### config.mk
export PLATFORM = sky130hd
export DESIGN_NAME = intel_hex_record_loader
export DESIGN_NICKNAME = d
export VERILOG_FILES = /design/src/hdl/ihex_pkg.sv /design/src/hdl/ihex_ram.sv /design/src/hdl/ihex_front.sv /design/src/hdl/ihex_queue.sv /design/src/hdl/ihex_back.sv /design/src/hdl/intel_hex_record_loader.sv
export SDC_FILE = /design/constraint.sdc
export NUM_CORES = 1
export LEC_CHECK = 0
export BUFFER_PORTS_ARGS = -buffer_cell sky130_fd_sc_hd__buf_2
export CAP_MARGIN = 20
export CELL_PAD_IN_SITES_DETAIL_PLACEMENT = 0
export CELL_PAD_IN_SITES_GLOBAL_PLACEMENT = 1
export CORE_ASPECT_RATIO = 0.6
export CORE_MARGIN = 3
export CORE_UTILIZATION = 40
export DETAILED_ROUTE_END_ITERATION = 7
export PLACE_DENSITY_LB_ADDON = 0.15
export RECOVER_POWER = 50
export SLEW_MARGIN = 20
export SYNTH_ARGS = -nofsm -noshare
export SYNTH_HDL_FRONTEND = slang
export SYNTH_SLANG_ARGS = --single-unit
### constraint.sdc
create_clock -name clk -period 14.2 [get_ports clk]
set_input_delay 1.42 -clock clk [delete_from_list [all_inputs] [get_ports clk]]
set_output_delay 1.42 -clock clk [all_outputs]
set_load 0.1 [all_outputs]
### src/hdl/ihex_pkg.sv
package ihex_pkg;

	// record and image geometry
	localparam int MAX_DATA       = 16;
	localparam int IMAGE_BYTES    = 1048576;
	localparam int BLOCK_BYTES    = 65536;
	localparam int MIN_LINE_CHARS = 11;
	localparam int HDR_BYTES      = 4;

	// block size is a power of two, so alignment is a mask test
	localparam logic [31:0] BLOCK_MASK = 32'(BLOCK_BYTES - 1);

	localparam int DATA_AW     = $clog2(MAX_DATA);
	localparam int CNT_W       = $clog2(MAX_DATA + 1);
	localparam int QUEUE_DEPTH = 4;
	localparam int QPTR_W      = $clog2(QUEUE_DEPTH);
	localparam int BANK_W      = QPTR_W;
	localparam int RAM_AW      = BANK_W + DATA_AW;
	localparam int RAM_DEPTH   = 1 << RAM_AW;
	localparam int OFF_W       = 20;
	localparam int IDX_W       = 10;
	localparam logic [IDX_W-1:0] IDX_MAX = '1;

	// request kinds
	localparam logic REQ_START = 1'b0;
	localparam logic REQ_CHAR  = 1'b1;

	// register indexes
	localparam logic REG_BASE = 1'b0;
	localparam logic REG_LEN  = 1'b1;

	// status codes
	localparam logic [2:0] ST_OK           = 3'd0;
	localparam logic [2:0] ST_NOT_STARTED  = 3'd1;
	localparam logic [2:0] ST_BAD_RECORD   = 3'd2;
	localparam logic [2:0] ST_LENGTH       = 3'd3;
	localparam logic [2:0] ST_MISALIGNED   = 3'd4;
	localparam logic [2:0] ST_OUT_OF_IMAGE = 3'd5;

	// record types and characters
	localparam logic [7:0] KIND_DATA = 8'h00;
	localparam logic [7:0] KIND_EOF  = 8'h01;
	localparam logic [7:0] KIND_PAGE = 8'h04;
	localparam logic [7:0] CHAR_COLON = 8'h3A;

	// one classified line or start, waiting for the back end
	typedef struct packed {
		logic [2:0]        status;
		logic [CNT_W-1:0]  nwr;
		logic [OFF_W-1:0]  offset;
		logic [BANK_W-1:0] bank;
	} q_entry_t;

	// data byte store write port
	typedef struct packed {
		logic              we;
		logic [RAM_AW-1:0] addr;
		logic [7:0]        data;
	} ram_wr_t;

	// hex digit decode: {valid, nibble}
	function automatic logic [4:0] hex_value(input logic [7:0] c);
		logic [4:0] r;
		r = 5'b0;
		if (c inside {[8'h30:8'h39]}) begin
			r = {1'b1, 4'(c - 8'h30)};
		end else if (c inside {[8'h41:8'h46]}) begin
			r = {1'b1, 4'(c - 8'h37)};
		end else if (c inside {[8'h61:8'h66]}) begin
			r = {1'b1, 4'(c - 8'h57)};
		end
		return r;
	endfunction

endpackage

### src/hdl/ihex_ram.sv
module ihex_ram #(
	parameter int WIDTH = 8,
	parameter int DEPTH = 64,
	localparam int AW = $clog2(DEPTH)
) (
	input  logic             clk,
	input  logic             we,
	input  logic [AW-1:0]    waddr,
	input  logic [WIDTH-1:0] wdata,
	input  logic             re,
	input  logic [AW-1:0]    raddr,
	output logic [WIDTH-1:0] rdata
);

	logic [WIDTH-1:0] mem [DEPTH];

	// write port
	always_ff @(posedge clk) begin
		if (we) begin
			mem[waddr] <= wdata;
		end
	end

	// registered read, holds while re is low
	always_ff @(posedge clk) begin
		if (re) begin
			rdata <= mem[raddr];
		end
	end

endmodule

### src/hdl/ihex_front.sv
module ihex_front (
	input  logic                clk,
	input  logic                arst_n,
	input  logic                cfg_we,
	input  logic                cfg_index,
	input  logic [31:0]         cfg_data,
	input  logic                in_valid,
	output logic                in_ready,
	input  logic                req_type,
	input  logic [7:0]          char_code,
	input  logic                end_of_line,
	output logic                push,
	output ihex_pkg::q_entry_t  push_entry,
	input  logic                q_full,
	output ihex_pkg::ram_wr_t   ram_wr
);

	logic [31:0] base_q;
	logic [20:0] len_q;
	logic [32:0] lim_q;

	logic        armed_q;
	logic [31:0] exp_q;
	logic [15:0] page_q;

	logic [ihex_pkg::IDX_W-1:0]  idx_q;
	logic [3:0]  hi_q;
	logic [7:0]  sum_q;
	logic [7:0]  cnt_q;
	logic [15:0] ladr_q;
	logic [7:0]  kind_q;
	logic        bad_q;
	logic [7:0]  d0_q;
	logic [7:0]  d1_q;
	logic        fsh_q;
	logic [ihex_pkg::BANK_W-1:0] bank_q;

	logic        acc;
	logic        acc_start;
	logic        acc_char;
	logic [4:0]  hv;
	logic [7:0]  byte_v;
	logic [8:0]  k;
	logic [8:0]  kd;
	logic        byte_done;
	logic        in_slot;

	logic [2:0]  s_status;
	logic [9:0]  len_need;
	logic        rec_bad;
	logic [31:0] addr;
	logic [32:0] end_a;
	logic [2:0]  f_status;
	logic [ihex_pkg::CNT_W-1:0] f_nwr;
	logic        set_exp;
	logic        set_page;

	// handshake: no character is taken in the finish cycle that closes each line, and a free bank is needed
	assign in_ready  = !fsh_q && !q_full;
	assign acc       = in_valid && in_ready;
	assign acc_start = acc && (req_type == ihex_pkg::REQ_START);
	assign acc_char  = acc && (req_type == ihex_pkg::REQ_CHAR);

	// character decode
	assign hv        = ihex_pkg::hex_value(char_code);
	assign byte_v    = {hi_q, hv[3:0]};
	assign k         = idx_q[ihex_pkg::IDX_W-1:1] - 9'd1;
	assign kd        = k - 9'(ihex_pkg::HDR_BYTES);
	assign byte_done = (idx_q != '0) && !idx_q[0];
	assign in_slot   = (k >= 9'(ihex_pkg::HDR_BYTES)) &&
		(k < 9'(ihex_pkg::HDR_BYTES + ihex_pkg::MAX_DATA));

	// data bytes go to the bank of the line being assembled
	assign ram_wr.we   = acc_char && byte_done && in_slot;
	assign ram_wr.addr = {bank_q, kd[ihex_pkg::DATA_AW-1:0]};
	assign ram_wr.data = byte_v;

	// start checks
	always_comb begin
		if (len_q == '0 || 32'(len_q) > 32'(ihex_pkg::IMAGE_BYTES)) begin
			s_status = ihex_pkg::ST_LENGTH;
		end else if ((base_q & ihex_pkg::BLOCK_MASK) != '0) begin
			s_status = ihex_pkg::ST_MISALIGNED;
		end else begin
			s_status = ihex_pkg::ST_OK;
		end
	end

	// end of line classification
	assign len_need = 10'({cnt_q, 1'b0}) + 10'(ihex_pkg::MIN_LINE_CHARS);
	assign rec_bad  = bad_q || (idx_q != len_need) || (sum_q != '0) ||
		(cnt_q > 8'(ihex_pkg::MAX_DATA));
	assign addr     = {page_q, ladr_q};
	assign end_a    = {1'b0, addr} + 33'(cnt_q);

	always_comb begin
		f_status = ihex_pkg::ST_OK;
		f_nwr    = '0;
		set_exp  = 1'b0;
		set_page = 1'b0;
		if (!armed_q) begin
			f_status = ihex_pkg::ST_NOT_STARTED;
		end else if (rec_bad) begin
			f_status = ihex_pkg::ST_BAD_RECORD;
		end else begin
			case (kind_q)
				ihex_pkg::KIND_DATA: begin
					if (addr < exp_q) begin
						f_status = ihex_pkg::ST_BAD_RECORD;
					end else if (addr < base_q || end_a > lim_q) begin
						f_status = ihex_pkg::ST_OUT_OF_IMAGE;
					end else begin
						f_nwr   = cnt_q[ihex_pkg::CNT_W-1:0];
						set_exp = 1'b1;
					end
				end
				ihex_pkg::KIND_PAGE: begin
					if (cnt_q != 8'd2) begin
						f_status = ihex_pkg::ST_BAD_RECORD;
					end else begin
						set_page = 1'b1;
					end
				end
				ihex_pkg::KIND_EOF: begin
					f_status = ihex_pkg::ST_OK;
				end
				default: begin
					f_status = ihex_pkg::ST_BAD_RECORD;
				end
			endcase
		end
	end

	// queue request
	assign push = acc_start || fsh_q;
	always_comb begin
		push_entry.bank = bank_q;
		if (fsh_q) begin
			push_entry.status = f_status;
			push_entry.nwr    = f_nwr;
			push_entry.offset = addr[ihex_pkg::OFF_W-1:0] - base_q[ihex_pkg::OFF_W-1:0];
		end else begin
			push_entry.status = s_status;
			push_entry.nwr    = '0;
			push_entry.offset = '0;
		end
	end

	// configuration registers and image limit
	always_ff @(posedge clk or negedge arst_n) begin
		if (!arst_n) begin
			base_q <= '0;
			len_q  <= '0;
			lim_q  <= '0;
		end else begin
			lim_q <= {1'b0, base_q} + 33'(len_q);
			if (cfg_we) begin
				case (cfg_index)
					ihex_pkg::REG_BASE: base_q <= cfg_data;
					ihex_pkg::REG_LEN:  len_q  <= cfg_data[20:0];
					default: ;
				endcase
			end
		end
	end

	// session and line assembly state
	always_ff @(posedge clk or negedge arst_n) begin
		if (!arst_n) begin
			armed_q <= 1'b0;
			exp_q   <= '0;
			page_q  <= '0;
			idx_q   <= '0;
			hi_q    <= '0;
			sum_q   <= '0;
			cnt_q   <= '0;
			ladr_q  <= '0;
			kind_q  <= '0;
			bad_q   <= 1'b0;
			d0_q    <= '0;
			d1_q    <= '0;
			fsh_q   <= 1'b0;
			bank_q  <= '0;
		end else begin
			if (push) begin
				bank_q <= bank_q + 1'b1;
			end
			if (acc_start || fsh_q) begin
				idx_q  <= '0;
				hi_q   <= '0;
				sum_q  <= '0;
				cnt_q  <= '0;
				ladr_q <= '0;
				kind_q <= '0;
				bad_q  <= 1'b0;
			end
			if (acc_start) begin
				armed_q <= (s_status == ihex_pkg::ST_OK);
				if (s_status == ihex_pkg::ST_OK) begin
					exp_q <= base_q;
				end
			end
			if (fsh_q) begin
				fsh_q <= 1'b0;
				if (set_exp) begin
					exp_q <= end_a[31:0];
				end
				if (set_page) begin
					page_q <= {d0_q, d1_q};
				end
			end
			if (acc_char) begin
				if (idx_q == '0) begin
					if (char_code != ihex_pkg::CHAR_COLON) begin
						bad_q <= 1'b1;
					end
				end else begin
					if (!hv[4]) begin
						bad_q <= 1'b1;
					end
					if (idx_q[0]) begin
						hi_q <= hv[3:0];
					end else begin
						sum_q <= sum_q + byte_v;
						case (k)
							9'd0: cnt_q <= byte_v;
							9'd1: ladr_q[15:8] <= byte_v;
							9'd2: ladr_q[7:0] <= byte_v;
							9'd3: kind_q <= byte_v;
							9'd4: d0_q <= byte_v;
							9'd5: d1_q <= byte_v;
							default: ;
						endcase
					end
				end
				if (idx_q != ihex_pkg::IDX_MAX) begin
					idx_q <= idx_q + 1'b1;
				end
				if (end_of_line) begin
					fsh_q <= 1'b1;
				end
			end
		end
	end

	// finish cycle always hands one entry on and takes no character
	a_fsh_push: assert property (@(posedge clk) disable iff (!arst_n)
		fsh_q |-> (push && !ram_wr.we && !acc))
		else $error("finish cycle without queue request");

endmodule

### src/hdl/ihex_queue.sv
module ihex_queue (
	input  logic                clk,
	input  logic                arst_n,
	input  logic                push,
	input  ihex_pkg::q_entry_t  push_entry,
	output logic                full,
	input  logic                pop,
	output logic                head_valid,
	output ihex_pkg::q_entry_t  head
);

	ihex_pkg::q_entry_t mem_q [ihex_pkg::QUEUE_DEPTH];
	logic [ihex_pkg::QPTR_W-1:0] wr_ptr_q;
	logic [ihex_pkg::QPTR_W-1:0] rd_ptr_q;
	logic [ihex_pkg::QPTR_W:0]   cnt_q;

	assign full       = (cnt_q == (ihex_pkg::QPTR_W + 1)'(ihex_pkg::QUEUE_DEPTH));
	assign head_valid = (cnt_q != '0);
	assign head       = mem_q[rd_ptr_q];

	// entry storage
	always_ff @(posedge clk) begin
		if (push) begin
			mem_q[wr_ptr_q] <= push_entry;
		end
	end

	// pointers and fill level
	always_ff @(posedge clk or negedge arst_n) begin
		if (!arst_n) begin
			wr_ptr_q <= '0;
			rd_ptr_q <= '0;
			cnt_q    <= '0;
		end else begin
			if (push) begin
				wr_ptr_q <= wr_ptr_q + 1'b1;
			end
			if (pop) begin
				rd_ptr_q <= rd_ptr_q + 1'b1;
			end
			if (push && !pop) begin
				cnt_q <= cnt_q + 1'b1;
			end else if (pop && !push) begin
				cnt_q <= cnt_q - 1'b1;
			end
		end
	end

	a_no_overflow: assert property (@(posedge clk) disable iff (!arst_n)
		push |-> (!full || pop))
		else $error("queue overflow");

	a_no_underflow: assert property (@(posedge clk) disable iff (!arst_n)
		pop |-> head_valid)
		else $error("queue underflow");

endmodule

### src/hdl/ihex_back.sv
module ihex_back (
	input  logic                          clk,
	input  logic                          arst_n,
	input  logic                          head_valid,
	input  ihex_pkg::q_entry_t            head,
	output logic                          pop,
	output logic                          ram_re,
	output logic [ihex_pkg::RAM_AW-1:0]   ram_raddr,
	input  logic [7:0]                    ram_rdata,
	output logic                          out_valid,
	input  logic                          out_ready,
	output logic [2:0]                    status,
	output logic                          write_valid,
	output logic [19:0]                   write_offset,
	output logic [7:0]                    write_byte,
	output logic                          last
);

	logic [ihex_pkg::CNT_W-1:0] j_q;

	logic                       s1_valid_s1;
	logic                       s1_last_s1;
	logic                       s1_wr_s1;
	logic [ihex_pkg::OFF_W-1:0] s1_off_s1;
	logic [2:0]                 s1_status_s1;

	logic       out_valid_q;
	logic [2:0] status_q;
	logic       wv_q;
	logic [19:0] off_q;
	logic [7:0] byte_q;
	logic       last_q;

	logic out_free;
	logic s1_free;
	logic issue;
	logic issue_wr;
	logic issue_fin;

	// stage flow
	assign out_free  = !out_valid_q || out_ready;
	assign s1_free   = !s1_valid_s1 || out_free;
	assign issue     = head_valid && s1_free;
	assign issue_wr  = issue && (j_q < head.nwr);
	assign issue_fin = issue && !(j_q < head.nwr);

	// entry leaves the queue once its final result is issued
	assign pop       = issue_fin;
	assign ram_re    = issue_wr;
	assign ram_raddr = {head.bank, j_q[ihex_pkg::DATA_AW-1:0]};

	assign out_valid    = out_valid_q;
	assign status       = status_q;
	assign write_valid  = wv_q;
	assign write_offset = off_q;
	assign write_byte   = byte_q;
	assign last         = last_q;

	// byte counter and read stage
	always_ff @(posedge clk or negedge arst_n) begin
		if (!arst_n) begin
			j_q         <= '0;
			s1_valid_s1 <= 1'b0;
		end else begin
			if (issue_fin) begin
				j_q <= '0;
			end else if (issue_wr) begin
				j_q <= j_q + 1'b1;
			end
			if (issue) begin
				s1_valid_s1 <= 1'b1;
			end else if (out_free) begin
				s1_valid_s1 <= 1'b0;
			end
		end
	end

	always_ff @(posedge clk) begin
		if (issue) begin
			s1_last_s1   <= issue_fin;
			s1_wr_s1     <= issue_wr;
			s1_off_s1    <= head.offset + ihex_pkg::OFF_W'(j_q);
			s1_status_s1 <= issue_fin ? head.status : ihex_pkg::ST_OK;
		end
	end

	// output register
	always_ff @(posedge clk or negedge arst_n) begin
		if (!arst_n) begin
			out_valid_q <= 1'b0;
		end else if (out_free) begin
			out_valid_q <= s1_valid_s1;
		end
	end

	always_ff @(posedge clk) begin
		if (out_free && s1_valid_s1) begin
			status_q <= s1_status_s1;
			wv_q     <= s1_wr_s1;
			off_q    <= s1_wr_s1 ? s1_off_s1 : '0;
			byte_q   <= s1_wr_s1 ? ram_rdata : '0;
			last_q   <= s1_last_s1;
		end
	end

	a_pop_final: assert property (@(posedge clk) disable iff (!arst_n)
		pop |=> (s1_valid_s1 && s1_last_s1 && !s1_wr_s1))
		else $error("queue entry released without its final result");

endmodule

### src/hdl/intel_hex_record_loader.sv
// Intel HEX record loader.
// Input channel (in_valid/in_ready): req_type 0 starts a session with the
// current base_address and image_length; req_type 1 carries one record
// character, end_of_line marking the last one of a line.
// Output channel (out_valid/out_ready): image byte writes (write_valid 1,
// write_offset, write_byte) followed by one result with last 1 and the status.
// Each start and each end of line gives exactly one last result.
// Configuration: cfg_we with cfg_index 0 (base_address) or 1 (image_length);
// the user must write them only while the block is idle (the block has no check).
// Throughput: one character per cycle while the queue has room; the end-of-line
// character is followed by a finish cycle in the parser. The drain side gives
// one result per cycle while out_ready is high; an accepted data line of n bytes
// yields n+1 results. A start result passes the queue entry, the read stage and
// the output register; a line's first result follows its finish cycle likewise.
// A four-entry queue separates parser and drain; outside finish cycles the
// parser stalls only on a full queue; each queued line pins a byte-store bank.
// A stalled receiver backs up the queue; nothing is lost.
// Reset: the session is disarmed, upper page and expected address are zero,
// and both channels are empty.
module intel_hex_record_loader (
	input  logic        clk,
	input  logic        arst_n,
	input  logic        cfg_we,
	input  logic        cfg_index,
	input  logic [31:0] cfg_data,
	input  logic        in_valid,
	output logic        in_ready,
	input  logic        req_type,
	input  logic [7:0]  char_code,
	input  logic        end_of_line,
	output logic        out_valid,
	input  logic        out_ready,
	output logic [2:0]  status,
	output logic        write_valid,
	output logic [19:0] write_offset,
	output logic [7:0]  write_byte,
	output logic        last
);

	logic                          push;
	ihex_pkg::q_entry_t            push_entry;
	logic                          q_full;
	logic                          pop;
	logic                          head_valid;
	ihex_pkg::q_entry_t            head;
	ihex_pkg::ram_wr_t             ram_wr;
	logic                          ram_re;
	logic [ihex_pkg::RAM_AW-1:0]   ram_raddr;
	logic [7:0]                    ram_rdata;

	// parser and classifier
	ihex_front u_front (
		.clk        (clk),
		.arst_n     (arst_n),
		.cfg_we     (cfg_we),
		.cfg_index  (cfg_index),
		.cfg_data   (cfg_data),
		.in_valid   (in_valid),
		.in_ready   (in_ready),
		.req_type   (req_type),
		.char_code  (char_code),
		.end_of_line(end_of_line),
		.push       (push),
		.push_entry (push_entry),
		.q_full     (q_full),
		.ram_wr     (ram_wr)
	);

	// line queue
	ihex_queue u_queue (
		.clk       (clk),
		.arst_n    (arst_n),
		.push      (push),
		.push_entry(push_entry),
		.full      (q_full),
		.pop       (pop),
		.head_valid(head_valid),
		.head      (head)
	);

	// data byte store, one bank per queue slot
	ihex_ram #(
		.WIDTH(8),
		.DEPTH(ihex_pkg::RAM_DEPTH)
	) u_bytes (
		.clk  (clk),
		.we   (ram_wr.we),
		.waddr(ram_wr.addr),
		.wdata(ram_wr.data),
		.re   (ram_re),
		.raddr(ram_raddr),
		.rdata(ram_rdata)
	);

	// write drain and output register
	ihex_back u_back (
		.clk         (clk),
		.arst_n      (arst_n),
		.head_valid  (head_valid),
		.head        (head),
		.pop         (pop),
		.ram_re      (ram_re),
		.ram_raddr   (ram_raddr),
		.ram_rdata   (ram_rdata),
		.out_valid   (out_valid),
		.out_ready   (out_ready),
		.status      (status),
		.write_valid (write_valid),
		.write_offset(write_offset),
		.write_byte  (write_byte),
		.last        (last)
	);

endmodule
==> impl_metrics.env <==
export IMPL_final_common_cell="edfxtp_1"
export IMPL_place_congestion=0.811
export IMPL_maxCapViolCount=16
export IMPL_rows=90
export IMPL_pwr_share_comb_pct=27.3
export IMPL_syn_area_per_cell_um2=15.0
export IMPL_arrival_ps=7920
export IMPL_drc=0
export IMPL_numPortBuffers=82
export IMPL_numCtsBuffers=90
export IMPL_path_common_cell="clkbuf_1"
export IMPL_critical_path_buf_inv_count=2
export IMPL_dieWidth_um=422
export IMPL_cp_max_fo=96
export IMPL_die_h_um=256
export IMPL_synth_top_area_share_pct=50.4
export IMPL_routed_via_density=5.47
export IMPL_wl_met2_mm=40.4
export IMPL_setup_violations=0
export IMPL_wl_mm=102
export IMPL_start_util_pct=40.8
export IMPL_worst_setup_path_end_kind="async pin"
export IMPL_grt_ovfl_total=0
export IMPL_synth_top_cells_by_area="edfxtp_1 (50%), dfrtp_1 (13%), mux4_2 (10%), ha_1 (5.0%), o21ai_0 (2.0%)"
export IMPL_clkTransAtPathRegs_ps=60
export IMPL_design_area_mm2=0.0466
export IMPL_post_cts_resized=0
export IMPL_met1_length_mm=53.0
export IMPL_ys_warn_count=0
export IMPL_placedCellCount=4164
export IMPL_synth_compound_area_share_pct=5.83
export IMPL_postSynthCellCount=2768
export IMPL_r2r_start="u_front.fsh_q$_DFF_PN0_"
export IMPL_crit_family="buffers and inverters"
export IMPL_synth_seq_cells=921
export IMPL_die_area_mm2=0.108
export IMPL_grt_first_pass_wirelength_mm=155
export IMPL_final_nets=3096
export IMPL_dr_pass1_iters=5
export IMPL_final_setup_tns_ps=0
export IMPL_irDropWorstVdd_mv=0.0890
export IMPL_fin_crit_sh_pct=55.4
export IMPL_ant_nets=0
export IMPL_synthXorXnorAreaFrac_pct=2.28
export IMPL_synth_top_family_by_area="multiplexers"
export IMPL_finalHoldViolCount=0
export IMPL_synth_edff_count=698
export IMPL_switchingPower_mw=2.61
export IMPL_synth_simple_area_share_pct=7.37
export IMPL_period_needed_ps=7860
export IMPL_ctsHtreeMaxLevel=3
export IMPL_crit_path_top_delay_cell="clkbuf_1"
export IMPL_cts_tree="yes"
export IMPL_synth_flop_cell="edfxtp_1"
export IMPL_required_ps=14260
export IMPL_hp_start="u_back.s1_last_s1$_DFFE_PP_"
export IMPL_cts_buffer_depth=3
export IMPL_slowest_delay_ps=3900
export IMPL_power_total_mw=8.12
export IMPL_dpl_hpwl_mm=70.0
export IMPL_drt_iter0_drc=2068
export IMPL_top_layer="met4"
export IMPL_maxSlewViolCount=917
export IMPL_cts_sinks=921
export IMPL_clk_latency_ps=700
export IMPL_grt_pass1_vias=23400
export IMPL_grt_max_degree=97
export IMPL_holdBufCountCts=0
export IMPL_criticalPathCategory="primary input to async pin"
export IMPL_placed_cell_area_mm2=0.0436
export IMPL_met3_length_mm=7.40
export IMPL_whs_endpoint="u_back.last$_DFFE_PP_"
export IMPL_worstHoldPathCells=0
export IMPL_wl_per_cell_um=23.6
export IMPL_p_int_mw=5.51
export IMPL_ys_seq_area_share_pct=63.9
export IMPL_rr_endpoint="u_queue.cnt_q[1]$_DFFE_PN0P_"
export IMPL_violations="capacitance limit, slew limit"
export IMPL_track_usage_pct=19.0
export IMPL_timing_fmax_mhz=127
export IMPL_worstSetupStartpointType="primary input"
export IMPL_finalNonFillerCells=4324
export IMPL_drive_gt1_share_pct=17.0
export IMPL_pre_cts_ws_ps=7800
export IMPL_yosysTopAreaCell="edfxtp_1"
export IMPL_post_cts_buffers=0
export IMPL_clock_skew_ps=42.2
export IMPL_vias=23600
export IMPL_p_seq_share_pct=41.3
export IMPL_synth_cell_area_mm2=0.0416
export IMPL_cellPowerDensity_mw_per_mm2=174
export IMPL_synth_cell_types=77
export IMPL_rsz0062_at_grt="no"
export IMPL_reg2reg_setup_slack_ps=7600
export IMPL_clockRootBuffer="clkbuf_16"
export IMPL_boundaryPins=83
export IMPL_status="finished, violations left"
export IMPL_cp_startpoint="arst_n"
export IMPL_slew_headroom_pct=-287
export IMPL_antenna_found_initial=4
export IMPL_switching_share_pct=32.2
export IMPL_final_cell_mix="edfxtp_1 (698), dfrtp_1 (215), mux4_2 (190)"
export IMPL_synthToLayoutAreaGrowth_pct=12.1
export IMPL_fin_util_pct=45.8
export IMPL_syn_nets=2988
export IMPL_layout_setup_ws_ps=6340
export IMPL_synth_adder_area_share_pct=5.29
export IMPL_rr_worst_depth=11
export IMPL_hp_class="register to register"
export IMPL_pwr_share_clk_pct=31.4
export IMPL_whs_ps=414
export IMPL_p_leak_nw=17.2
export IMPL_worst_pin_slew_ps=5810
export IMPL_coreArea_mm2=0.102
export IMPL_synth_mux_area_share_pct=12.9
export IMPL_crit_path_cell_trace="clkbuf_1 -> clkbuf_1"
export IMPL_ys_async_sr_fraction_pct=24.2
## cell usage after synthesis, types with 11 or more instances
cell / n
edfxtp_1: 698
dfrtp_1: 223
mux4_2: 190
nand2_1: 173
o21ai_0: 170
ha_1: 166
inv_1: 158
nor2_1: 143
nand3_1: 83
clkbuf_1: 71
mux2_2: 70
xnor2_1: 70
and2_1: 69
a21oi_1: 64
a21o_1: 49
xor2_1: 38
nor3_1: 25
nand4_1: 23
and3_1: 22
nor4_1: 22
nor2b_1: 20
o21a_1: 20
mux2i_1: 16
buf_1: 15
o211ai_1: 14
buf_2: 11
## area by class of cell
| type | count | area, µm² |
|---|---|---|
| fill | 8933 | 55200 |
| sequential | 921 | 26600 |
| multi-input combinational | 1584 | 14000 |
| clock buffer | 104 | 2380 |
| tap | 1380 | 1730 |
| clock inverter | 55 | 768 |
| inverter | 160 | 601 |
| timing repair buffer | 119 | 574 |
| antenna | 1 | 2.50 |
## how the worst max path moves through the flow
stage,end,cells past startpoint
after global placement,u_front.exp_q[26]$_DFF_PN0_,18
after floorplan,u_front.sum_q[7]$_DFF_PN0_,17
after CTS,u_front.exp_q[16]$_DFF_PN0_,19
after detailed placement,u_front.exp_q[27]$_DFF_PN0_,19
final,u_front.ladr_q[10]$_DFF_PN0_,2
after global routing,u_front.ladr_q[10]$_DFF_PN0_,2
## worst reg2reg max path, stage by stage (launching register included)
cell	delay (ps)
dfrtp_1	390
clkbuf_1	1220
nor2b_1	290
nand2_1	260
nor2_1	90
nor2_4	80
clkbuf_1	1940
inv_1	930
ha_1	520
inv_1	80
fa_1	400
mux2_2	270
## power groups by stage
| stage | registers (mW) | logic, mW | clock network (mW) |
|---|---|---|---|
| after global placement | 3.40 | 2.23 | 0 |
| after CTS | 3.35 | 2.25 | 2.61 |
| after detailed placement | 3.41 | 2.24 | 0 |
| after global routing | 3.39 | 2.40 | 2.72 |
| after floorplan | 3.58 | 1.39 | 0 |
| final | 3.35 | 2.22 | 2.55 |
## cells by family (layout without fill, tap and decap cells)
group,after synthesis,after routing
and+or+nand+nor,626,626
buffers and inverters,263,438
muxes,284,284
other,0,1
AOI/OAI and AO/OA,394,394
adders and majority gates,172,172
DFF,921,921
xor gates and xnor gates,108,108
## state kept, by name, indices dropped and copies added, names as in the netlist, 16 cells and up
signal / flops
u_back.s1_off_s1: 20
u_back.write_offset: 20
u_bytes.mem: 512
u_front.base_q: 32
u_front.exp_q: 32
u_front.ladr_q: 16
u_front.len_q: 21
u_front.lim_q: 33
u_front.page_q: 16
u_queue.mem_q: 120
## layer usage
metal | GRT usage [%] | vias to the layer above
met4 | 3.18 | 0
li1 | - | 10700
met3 | 4.77 | 101
met5 | 0 | -
met2 | 24.9 | 609
met1 | 31.5 | 12200
Power figures use the tool's default switching activity.
